File: src/tcs_pkg.sv
// Package with shared types, constants and command structs for the two camera selector.
`default_nettype none
package tcs_pkg;

    localparam int MaxCameras = 16;
    localparam int CoordBits  = 24;
    localparam int IdxBits    = $clog2(MaxCameras);
    localparam int DiffBits   = CoordBits + 1;
    localparam int SqBits     = 2 * DiffBits;
    localparam int SumBits    = SqBits + 2;
    localparam int DistBits   = 25;
    localparam int DotBits    = SqBits + 2;
    localparam int CntBits    = 5;
    localparam int RootSteps  = (SumBits + 1) / 2;
    localparam int RootCntW   = $clog2(RootSteps + 1);
    localparam logic [CntBits-1:0] CountReset = CntBits'(16);
    localparam logic [CntBits-1:0] CountMin   = CntBits'(2);
    localparam logic [CntBits-1:0] CountLimit =
        (MaxCameras < 16) ? CntBits'(MaxCameras) : CntBits'(16);

    typedef struct packed {
        logic                        mode;
        logic [3:0]                  cam_index;
        logic signed [23:0]          pos_x;
        logic signed [23:0]          pos_y;
        logic signed [23:0]          pos_z;
    } t_in_item;

    typedef struct packed {
        logic [3:0]          first_id;
        logic [3:0]          second_id;
        logic [DistBits-1:0] first_dist;
        logic [DistBits-1:0] second_dist;
        logic                second_found;
    } t_out_item;

    // Commands from the controller to the datapath.
    typedef struct packed {
        logic               load_query;  // capture the virtual position
        logic               write_cam;   // write a table entry
        logic               rd_en;       // read table entry at rd_idx
        logic [IdxBits-1:0] rd_idx;
        logic               rd_first;    // read the first pick entry
        logic               diff_en;     // form differences for pass one
        logic               diff2_en;    // form differences for pass two
        logic               mul_en;      // multiply stage
        logic               sum_en;      // sum stage
        logic               root_start;
        logic               pass_two;    // current evaluation belongs to pass two
        logic               upd_first;
        logic               upd_second;
        logic               clr;
        logic               emit;
        logic               save_c1;
    } t_cmd;

    typedef struct packed {
        logic root_done;
    } t_status;

endpackage
`default_nettype wire

File: src/tcs_ctrl.sv
// Controller state machine that sequences the two table passes of a query.
`default_nettype none
module tcs_ctrl
    import tcs_pkg::*;
(
    input  wire logic               i_clk,
    input  wire logic               i_rst_n,
    input  wire logic               start,
    input  wire logic               i_mode,
    input  wire logic [CntBits-1:0] i_count,
    input  wire logic [IdxBits-1:0] i_first_id,
    input  wire t_status            i_status,
    output logic                    busy,
    output t_cmd                    o_cmd
);

    typedef enum logic [9:0] {
        S_IDLE  = 10'b0000000001,
        S_RD    = 10'b0000000010,
        S_DIFF  = 10'b0000000100,
        S_MUL   = 10'b0000001000,
        S_SUM   = 10'b0000010000,
        S_ROOT  = 10'b0000100000,
        S_UPD   = 10'b0001000000,
        S_C1    = 10'b0010000000,
        S_C1W   = 10'b0100000000,
        S_EMIT  = 10'b1000000000
    } t_state;

    t_state             r_state, n_state;
    logic [IdxBits-1:0] r_idx, n_idx;
    logic               r_pass, n_pass;
    logic [CntBits-1:0] r_n, n_n;
    logic [CntBits-1:0] idx_ext;

    assign busy    = (r_state != S_IDLE);
    assign idx_ext = CntBits'(r_idx);

    // Next state and command decode.
    always_comb begin
        n_state = r_state;
        n_idx   = r_idx;
        n_pass  = r_pass;
        n_n     = r_n;
        o_cmd   = '0;
        o_cmd.rd_idx   = r_idx;
        o_cmd.pass_two = r_pass;
        case (r_state)
            S_IDLE: begin
                if (start) begin
                    if (i_mode == 1'b0) begin
                        o_cmd.write_cam = 1'b1;
                    end else begin
                        o_cmd.load_query = 1'b1;
                        o_cmd.clr        = 1'b1;
                        n_idx   = '0;
                        n_pass  = 1'b0;
                        if (i_count < CountMin)
                            n_n = CountMin;
                        else if (i_count > CountLimit)
                            n_n = CountLimit;
                        else
                            n_n = i_count;
                        n_state = S_RD;
                    end
                end
            end
            S_RD: begin
                if (r_pass && (r_idx == i_first_id)) begin
                    if (idx_ext + 1'b1 >= r_n) begin
                        n_state = S_EMIT;
                    end else begin
                        n_idx = r_idx + 1'b1;
                    end
                end else begin
                    o_cmd.rd_en = 1'b1;
                    n_state = S_DIFF;
                end
            end
            S_DIFF: begin
                o_cmd.diff_en  = ~r_pass;
                o_cmd.diff2_en = r_pass;
                n_state = S_MUL;
            end
            S_MUL: begin
                o_cmd.mul_en = 1'b1;
                n_state = S_SUM;
            end
            S_SUM: begin
                o_cmd.sum_en     = 1'b1;
                o_cmd.root_start = 1'b1;
                n_state = S_ROOT;
            end
            S_ROOT: begin
                if (i_status.root_done)
                    n_state = S_UPD;
            end
            S_UPD: begin
                o_cmd.upd_first  = ~r_pass;
                o_cmd.upd_second = r_pass;
                if (idx_ext + 1'b1 >= r_n) begin
                    n_idx = '0;
                    if (r_pass) begin
                        n_state = S_EMIT;
                    end else begin
                        n_state = S_C1;
                    end
                end else begin
                    n_idx   = r_idx + 1'b1;
                    n_state = S_RD;
                end
            end
            S_C1: begin
                o_cmd.rd_first = 1'b1;
                n_state = S_C1W;
            end
            S_C1W: begin
                o_cmd.save_c1 = 1'b1;
                n_pass  = 1'b1;
                n_state = S_RD;
            end
            S_EMIT: begin
                o_cmd.emit = 1'b1;
                n_state = S_IDLE;
            end
            default: begin
                n_state = S_IDLE;
            end
        endcase
    end

    // State registers.
    always_ff @(posedge i_clk) begin
        if (!i_rst_n) begin
            r_state <= S_IDLE;
            r_idx   <= '0;
            r_pass  <= 1'b0;
            r_n     <= CountReset;
        end else begin
            r_state <= n_state;
            r_idx   <= n_idx;
            r_pass  <= n_pass;
            r_n     <= n_n;
        end
    end

endmodule
`default_nettype wire

File: config.mk
export PLATFORM = sky130hd
export DESIGN_NAME = tcs_ctrl
export DESIGN_NICKNAME = d
export VERILOG_FILES = /design/src/tcs_pkg.sv /design/src/tcs_ctrl.sv
export SDC_FILE = /design/constraint.sdc
export NUM_CORES = 1
export LEC_CHECK = 0
export BUFFER_PORTS_ARGS = -buffer_cell sky130_fd_sc_hd__buf_4
export CAP_MARGIN = 25
export CORE_ASPECT_RATIO = 1.5
export CORE_MARGIN = 3
export CORE_UTILIZATION = 25
export DETAILED_ROUTE_END_ITERATION = 7
export SLEW_MARGIN = 20
export SYNTH_ARGS = -nofsm -noshare
export SYNTH_HDL_FRONTEND = slang
export SYNTH_SLANG_ARGS = --single-unit
export TNS_END_PERCENT = 30
File: constraint.sdc
create_clock -name i_clk -period 3.4 [get_ports i_clk]
set_input_delay 0.17 -clock i_clk [delete_from_list [all_inputs] [get_ports i_clk]]
set_output_delay 0.17 -clock i_clk [all_outputs]
set_load 0.02 [all_outputs]
# ---- After elaboration in Yosys (flattened, before gate mapping)
# Cells that the tools add are included.
dict set report word_totals {
  ff_bits 20
  in_bits 14
  output_inout_bits 20
  word_cells 69
}
dict set report classes {
  addsub 2
  magnitude_cmp 3
  n_eq_ne 18
  n_mux 34
  bitwise 1
  reduce_logical 7
}
# operator n
set ops {}
lappend ops {{one-hot mux 10 bit (9 select lines)} 1}
lappend ops {{two-way mux 10 bit} 7}
lappend ops {{two-way mux 4 bit} 5}
lappend ops {{two-way mux 1 bit} 12}
lappend ops {{one-hot mux 4 bit (3 select lines)} 1}
lappend ops {{== test 10 x 1 -> 1 bit (second input constant)} 1}
lappend ops {{== test 10 bit (second input constant)} 1}
lappend ops {{== test 10 x 2 -> 1 bit (second input constant)} 1}
lappend ops {{== test 10 x 3 -> 1 bit (second input constant)} 1}
lappend ops {{== test 10 x 4 -> 1 bit (second input constant)} 1}
lappend ops {{== test 10 x 5 -> 1 bit (second input constant)} 1}
lappend ops {{== test 10 x 6 -> 1 bit (second input constant)} 1}
lappend ops {{== test 10 x 7 -> 1 bit (second input constant)} 1}
lappend ops {{== test 10 x 8 -> 1 bit (second input constant)} 1}
lappend ops {{== test 10 x 9 -> 1 bit (second input constant)} 1}
lappend ops {{two-way mux 2 bit} 5}
lappend ops {{two-way mux 5 bit} 2}
lappend ops {{!= test 10 x 1 -> 1 bit (second input constant)} 1}
lappend ops {{!= test 2 bit (second input constant)} 5}
lappend ops {{AND reduction 3 bit} 2}
lappend ops {{adder 4 x 1 -> 5 bit (second input constant)} 1}
lappend ops {{greater-or-equal comparator 5 bit} 1}
lappend ops {{greater-than comparator 5 bit (second input constant)} 1}
lappend ops {{less-than comparator 5 x 2 -> 1 bit (second input constant)} 1}
lappend ops {{10 further kinds} 10}

# ---- Depth between registers and ports, before layout
dict set report logic_depth {
  depth_word 5
  mapped_depth 9
  depth_no_buf 8
}

# ---- Least setup slack after synthesis
# OpenSTA, ideal clock, no wires.
dict set report synth_path {
  path_kind {register to register}
  start {register r_idx[2]}
  end {register r_idx[1]}
  setup_ns 0.072
  t_arrival_ns 2.448
  t_required_ns 3.328
  path_slack_ns 0.880
  stages_incl_launch_ff 10
  period_less_slack_ns 2.520
  path_cell_list {dfxtp_1 clkbuf_1 nand3_1 xnor2_1 ha_1 a21oi_1 o21ai_0 a2111oi_0 o22a_1 mux2i_1}
}
dict set report synth_via {
  elab_chain_len 4
  word_cells_on_any_way 9
}
# element line_no
set synth_rtl {}
lappend synth_rtl {{from (decl)} tcs_ctrl.sv:31} ;# logic [IdxBits-1:0] r_idx, n_idx;
lappend synth_rtl {{from (signal assigned)} tcs_ctrl.sv:141} ;# r_idx <= n_idx;
lappend synth_rtl {{adder 4 x 1 -> 5 bit or == test 4 bit (tied branches)} {tcs_ctrl.sv:70, tcs_ctrl.sv:101, tcs_ctrl.sv:69}}
lappend synth_rtl {{greater-or-equal comparator 5 bit or logical AND 1 bit (tied branches)} {tcs_ctrl.sv:70, tcs_ctrl.sv:101, tcs_ctrl.sv:69}}
lappend synth_rtl {{!= test 2 bit (no source line) or two-way mux 4 bit (tied branches)} --}
lappend synth_rtl {{AND reduction 5 bit (no source line) or one-hot mux 4 bit (3 select lines) (tied branches)} --}
# Parallel ways exist; a longest one is shown, timed or not.
# A chain may end at the register's enable or synchronous reset.

# ---- Worst setup path after layout
dict set report layout_path {
  start {register r_idx[2]}
  end {register r_idx[3]}
}
dict set report layout_via {
  elab_chain_len 4
  word_cells_on_any_way 12
}
# element line_no
set layout_rtl {}
lappend layout_rtl {{adder 4 x 1 -> 5 bit, or another cell as far along} {tcs_ctrl.sv:70, tcs_ctrl.sv:101}}
lappend layout_rtl {{greater-or-equal comparator 5 bit, or another cell as far along} {tcs_ctrl.sv:70, tcs_ctrl.sv:101}}
lappend layout_rtl {{!= test 2 bit (no source line), or another cell as far along} --}
lappend layout_rtl {{AND reduction 5 bit (no source line) or one-hot mux 4 bit (3 select lines) (tied branches)} --}
# Parallel ways exist; a longest one is shown, timed or not. The select of a mux whose other input is x is not followed.

==> out/qor.yml <==
run_status:
  status: "finished clean"
worst_setup_path:
  cp_max_fo: 8
  r2r-start: "r_idx[2]"
  cp_cell_sequence: "nand3_1 > xnor2_1 > ha_1 > a21oi_1 > o21ai_0 > a2111oi_0 > o22a_1 > mux2i_1"
  arrival_ps: 2780
  cp-end-kind: "register"
  cp_slowest_stage_delay_ps: 590
  cp_slowest_cell: "a2111oi_0"
  ff2ff_setup_slack_ps: 810
  worst-path-stages: 8
  cp_num_buf_inv: 0
  r2r-end: "r_idx[3]"
  cpLargestDelayFamily: "compound AO/OA/AOI/OAI gates"
  crit_required_ps: 3590
  critPathKind: "register to register"
  r2r_cells: 8
  cp-start-kind: "register"
synthesis:
  synth_top_area_share_pct: 29.6
  syn_area_um2: 1350
  ys_warn_count: 0
  netlist_top_cells_area: "dfxtp_1 30%, nor2_1 7.2%, ha_1 5.6%"
  syn_avg_cell_area_um2: 7.90
  synth_compound_area_share_pct: 15.5
  synthMuxAreaShare_pct: 1.48
  synth_top_family_by_area: "simple AND/OR/NAND/NOR gates"
  syn_nets: 191
  yosysTopAreaCell: "dfxtp_1"
  async_reset_ff_share_pct: 0
  syn-instance-count: 171
  synth.most_common_cell: "nor2_1"
  synthTopCellsByCount: "26 x nor2_1, 20 x dfxtp_1, 12 x nand2_1"
  synthFlopType: "dfxtp_1"
  synth_cell_type_count: 44
  synth-simple-area-share_pct: 36.1
  ys_seq_area_share_pct: 29.6
  ys_seq_elements: 20
  synthXorXnorAreaFrac_pct: 5.19
  synth-edff-count: 0
  yosys.area_share.adder_pct: 5.56
cts:
  cts_tree: "yes"
  cts.sinks: 20
  h-tree-depth: 1
  clk_pin_slew_ps: 80
  clk_latency_ps: 260
  clockBufferDepth: 2
  cts_setup_buffers: 0
  cts_resized: 0
  numCtsBuffers: 3
  holdBufCountCts: 0
  cts_root_buffer: "clkbuf_8"
global_routing:
  grt_use_met2_pct: 22.1
  use_met3_pct: 1.87
  groute.layer.met1.usage_pct: 12.5
  grt_pass1_vias: 1225
  busiest_layer: "met2"
  grt_pass1_wl_um: 5660
  antenna_found_initial: 0
  overflow: 0
  grt_start_max_net_pins: 13
  track_usage_pct: 11.7
timing:
  final.setup.worst_slack_ps: 815
  slew_violations: 0
  max_freq_ghz: 0.387
  slew_headroom_pct: 60.8
  final-hold-violation-count: 0
  skew_ps: 3.42
  rsz0062_at_grt: "false"
  worstMarginPinSlew_ps: 574
  finalSetupViolations: 0
  period_needed_ps: 2590
  setup-tns-final_ps: 0
  period_share_pct: 76.0
hold_path:
  hold_start: "i_count[4]"
  whs_path_depth: 3
  hold_class: "input pin to register"
  hold_end: "r_n[4]"
routing:
  drc: 0
  viasPerCell: 4.97
  first_iter_violations: 68
  ant_nets: 0
  wl_per_cell_um: 13.7
  first_pass_iters: 4
  num_vias: 1328
  drt-total-wl_um: 3650
floorplan:
  dieHeight_um: 96.0
  row_count: 32
  core_um2: 5200
  die_area_um2: 6340
  die_w_um: 66.0
  io_pins: 34
  initial_core_util_pct: 26.0
pwr:
  power-per-cell-area_nw_per_um2: 401
  intPower_uw: 477
  power_uw: 682
  p_seq_share_pct: 37.9
  power_leakage_uw: 0.000659
  combPwrFrac_pct: 27.0
  irDropWorstVdd_uv: 170
  power.share.clock_pct: 35.1
  p_sw_share_pct: 30.1
  switchingPower_uw: 205
job:
  drv_cap: 0
cells_and_area:
  nets: 220
  final_util_pct: 32.7
  syn_to_final_growth_pct: 25.8
  drive_gt1_share_pct: 22.6
  insertedDiodeCount: 0
placed_design:
  post-place-ws_ps: 854
  routabilityCongestion: 0.822
  dp_hpwl_um: 2900
  numPortBuffers: 33
[logic make-up after synthesis]
kind of cell	after synthesis
adder cells (fa/ha/maj)	6
multiplexers	2
AO/OA/AOI/OAI	31
AND/OR/NAND/NOR	86
flip-flops	20
buffers and inverters	18
XOR/XNOR	8
[power by group through the flow]
stage	clock [uW]	combinational, uW	sequential, uW
detailed placement	0	186	264
CTS	245	186	258
global route	255	203	260
floorplan	0	128	261
finish	239	184	259
global placement	0	185	264
[flip-flops by register name, summed over array words and instances, names as in the netlist]
name,cells
r_idx,4
r_n,5
r_pass,1
r_state,10
[tightest hold or removal path, cell delays in order]
cell,delay (ps)
buf_4,100
nand2_1,50
o211ai_1,80
[per-stage QoR]
stage | hold slack, ps | std cells | instance area (um^2)
after floorplan | 309 | 171 | 1350
after global placement | 443 | 263 | 1630
after detailed placement | 448 | 263 | 1630
after CTS | 179 | 267 | 1700
after global routing | 200 | 267 | 1700
final | 183 | 267 | 1700
[layout by cell type (no fill, tap or decap), types with 5 or more instances in the layout]
master,instances
nand2_1,12
ha_1,6
o211ai_1,5
nor2_1,26
nand3_1,5
inv_1,9
o21ai_0,5
xnor2_1,7
buf_4,33
dfxtp_1,20
nor2b_1,6
nor3_1,8
a21oi_1,8
[area by class of cell]
class                      count  area (um^2)
multi-input combinational    133          862
fill                         568         3500
clock inverter                 1         30.0
tap                           68         85.1
sequential                    20          400
inverter                       9         33.8
timing repair buffer          33          248
clock buffer                   3         41.3
[metal layers]
metal	wire length [um]	share of wire, %
met1	1490	41
met2	1900	52
met3	174	4.8
met4	80	2.2
met5	0	0
[worst max-delay path by stage]
| stage | from | slack [ps] | to |
|---|---|---|---|
| 3_3_place_gp | r_idx[2] | 1000 | r_idx[3] |
| 2_1_floorplan | r_idx[2] | 880 | r_idx[1] |
| 5_1_grt | r_idx[2] | 620 | r_idx[3] |
| 4_1_cts | r_idx[2] | 820 | r_idx[3] |
| 6_report | r_idx[2] | 810 | r_idx[3] |
| 3_5_place_dp | r_idx[2] | 850 | r_idx[3] |
No activity file was read; power rests on OpenSTA's default activity.
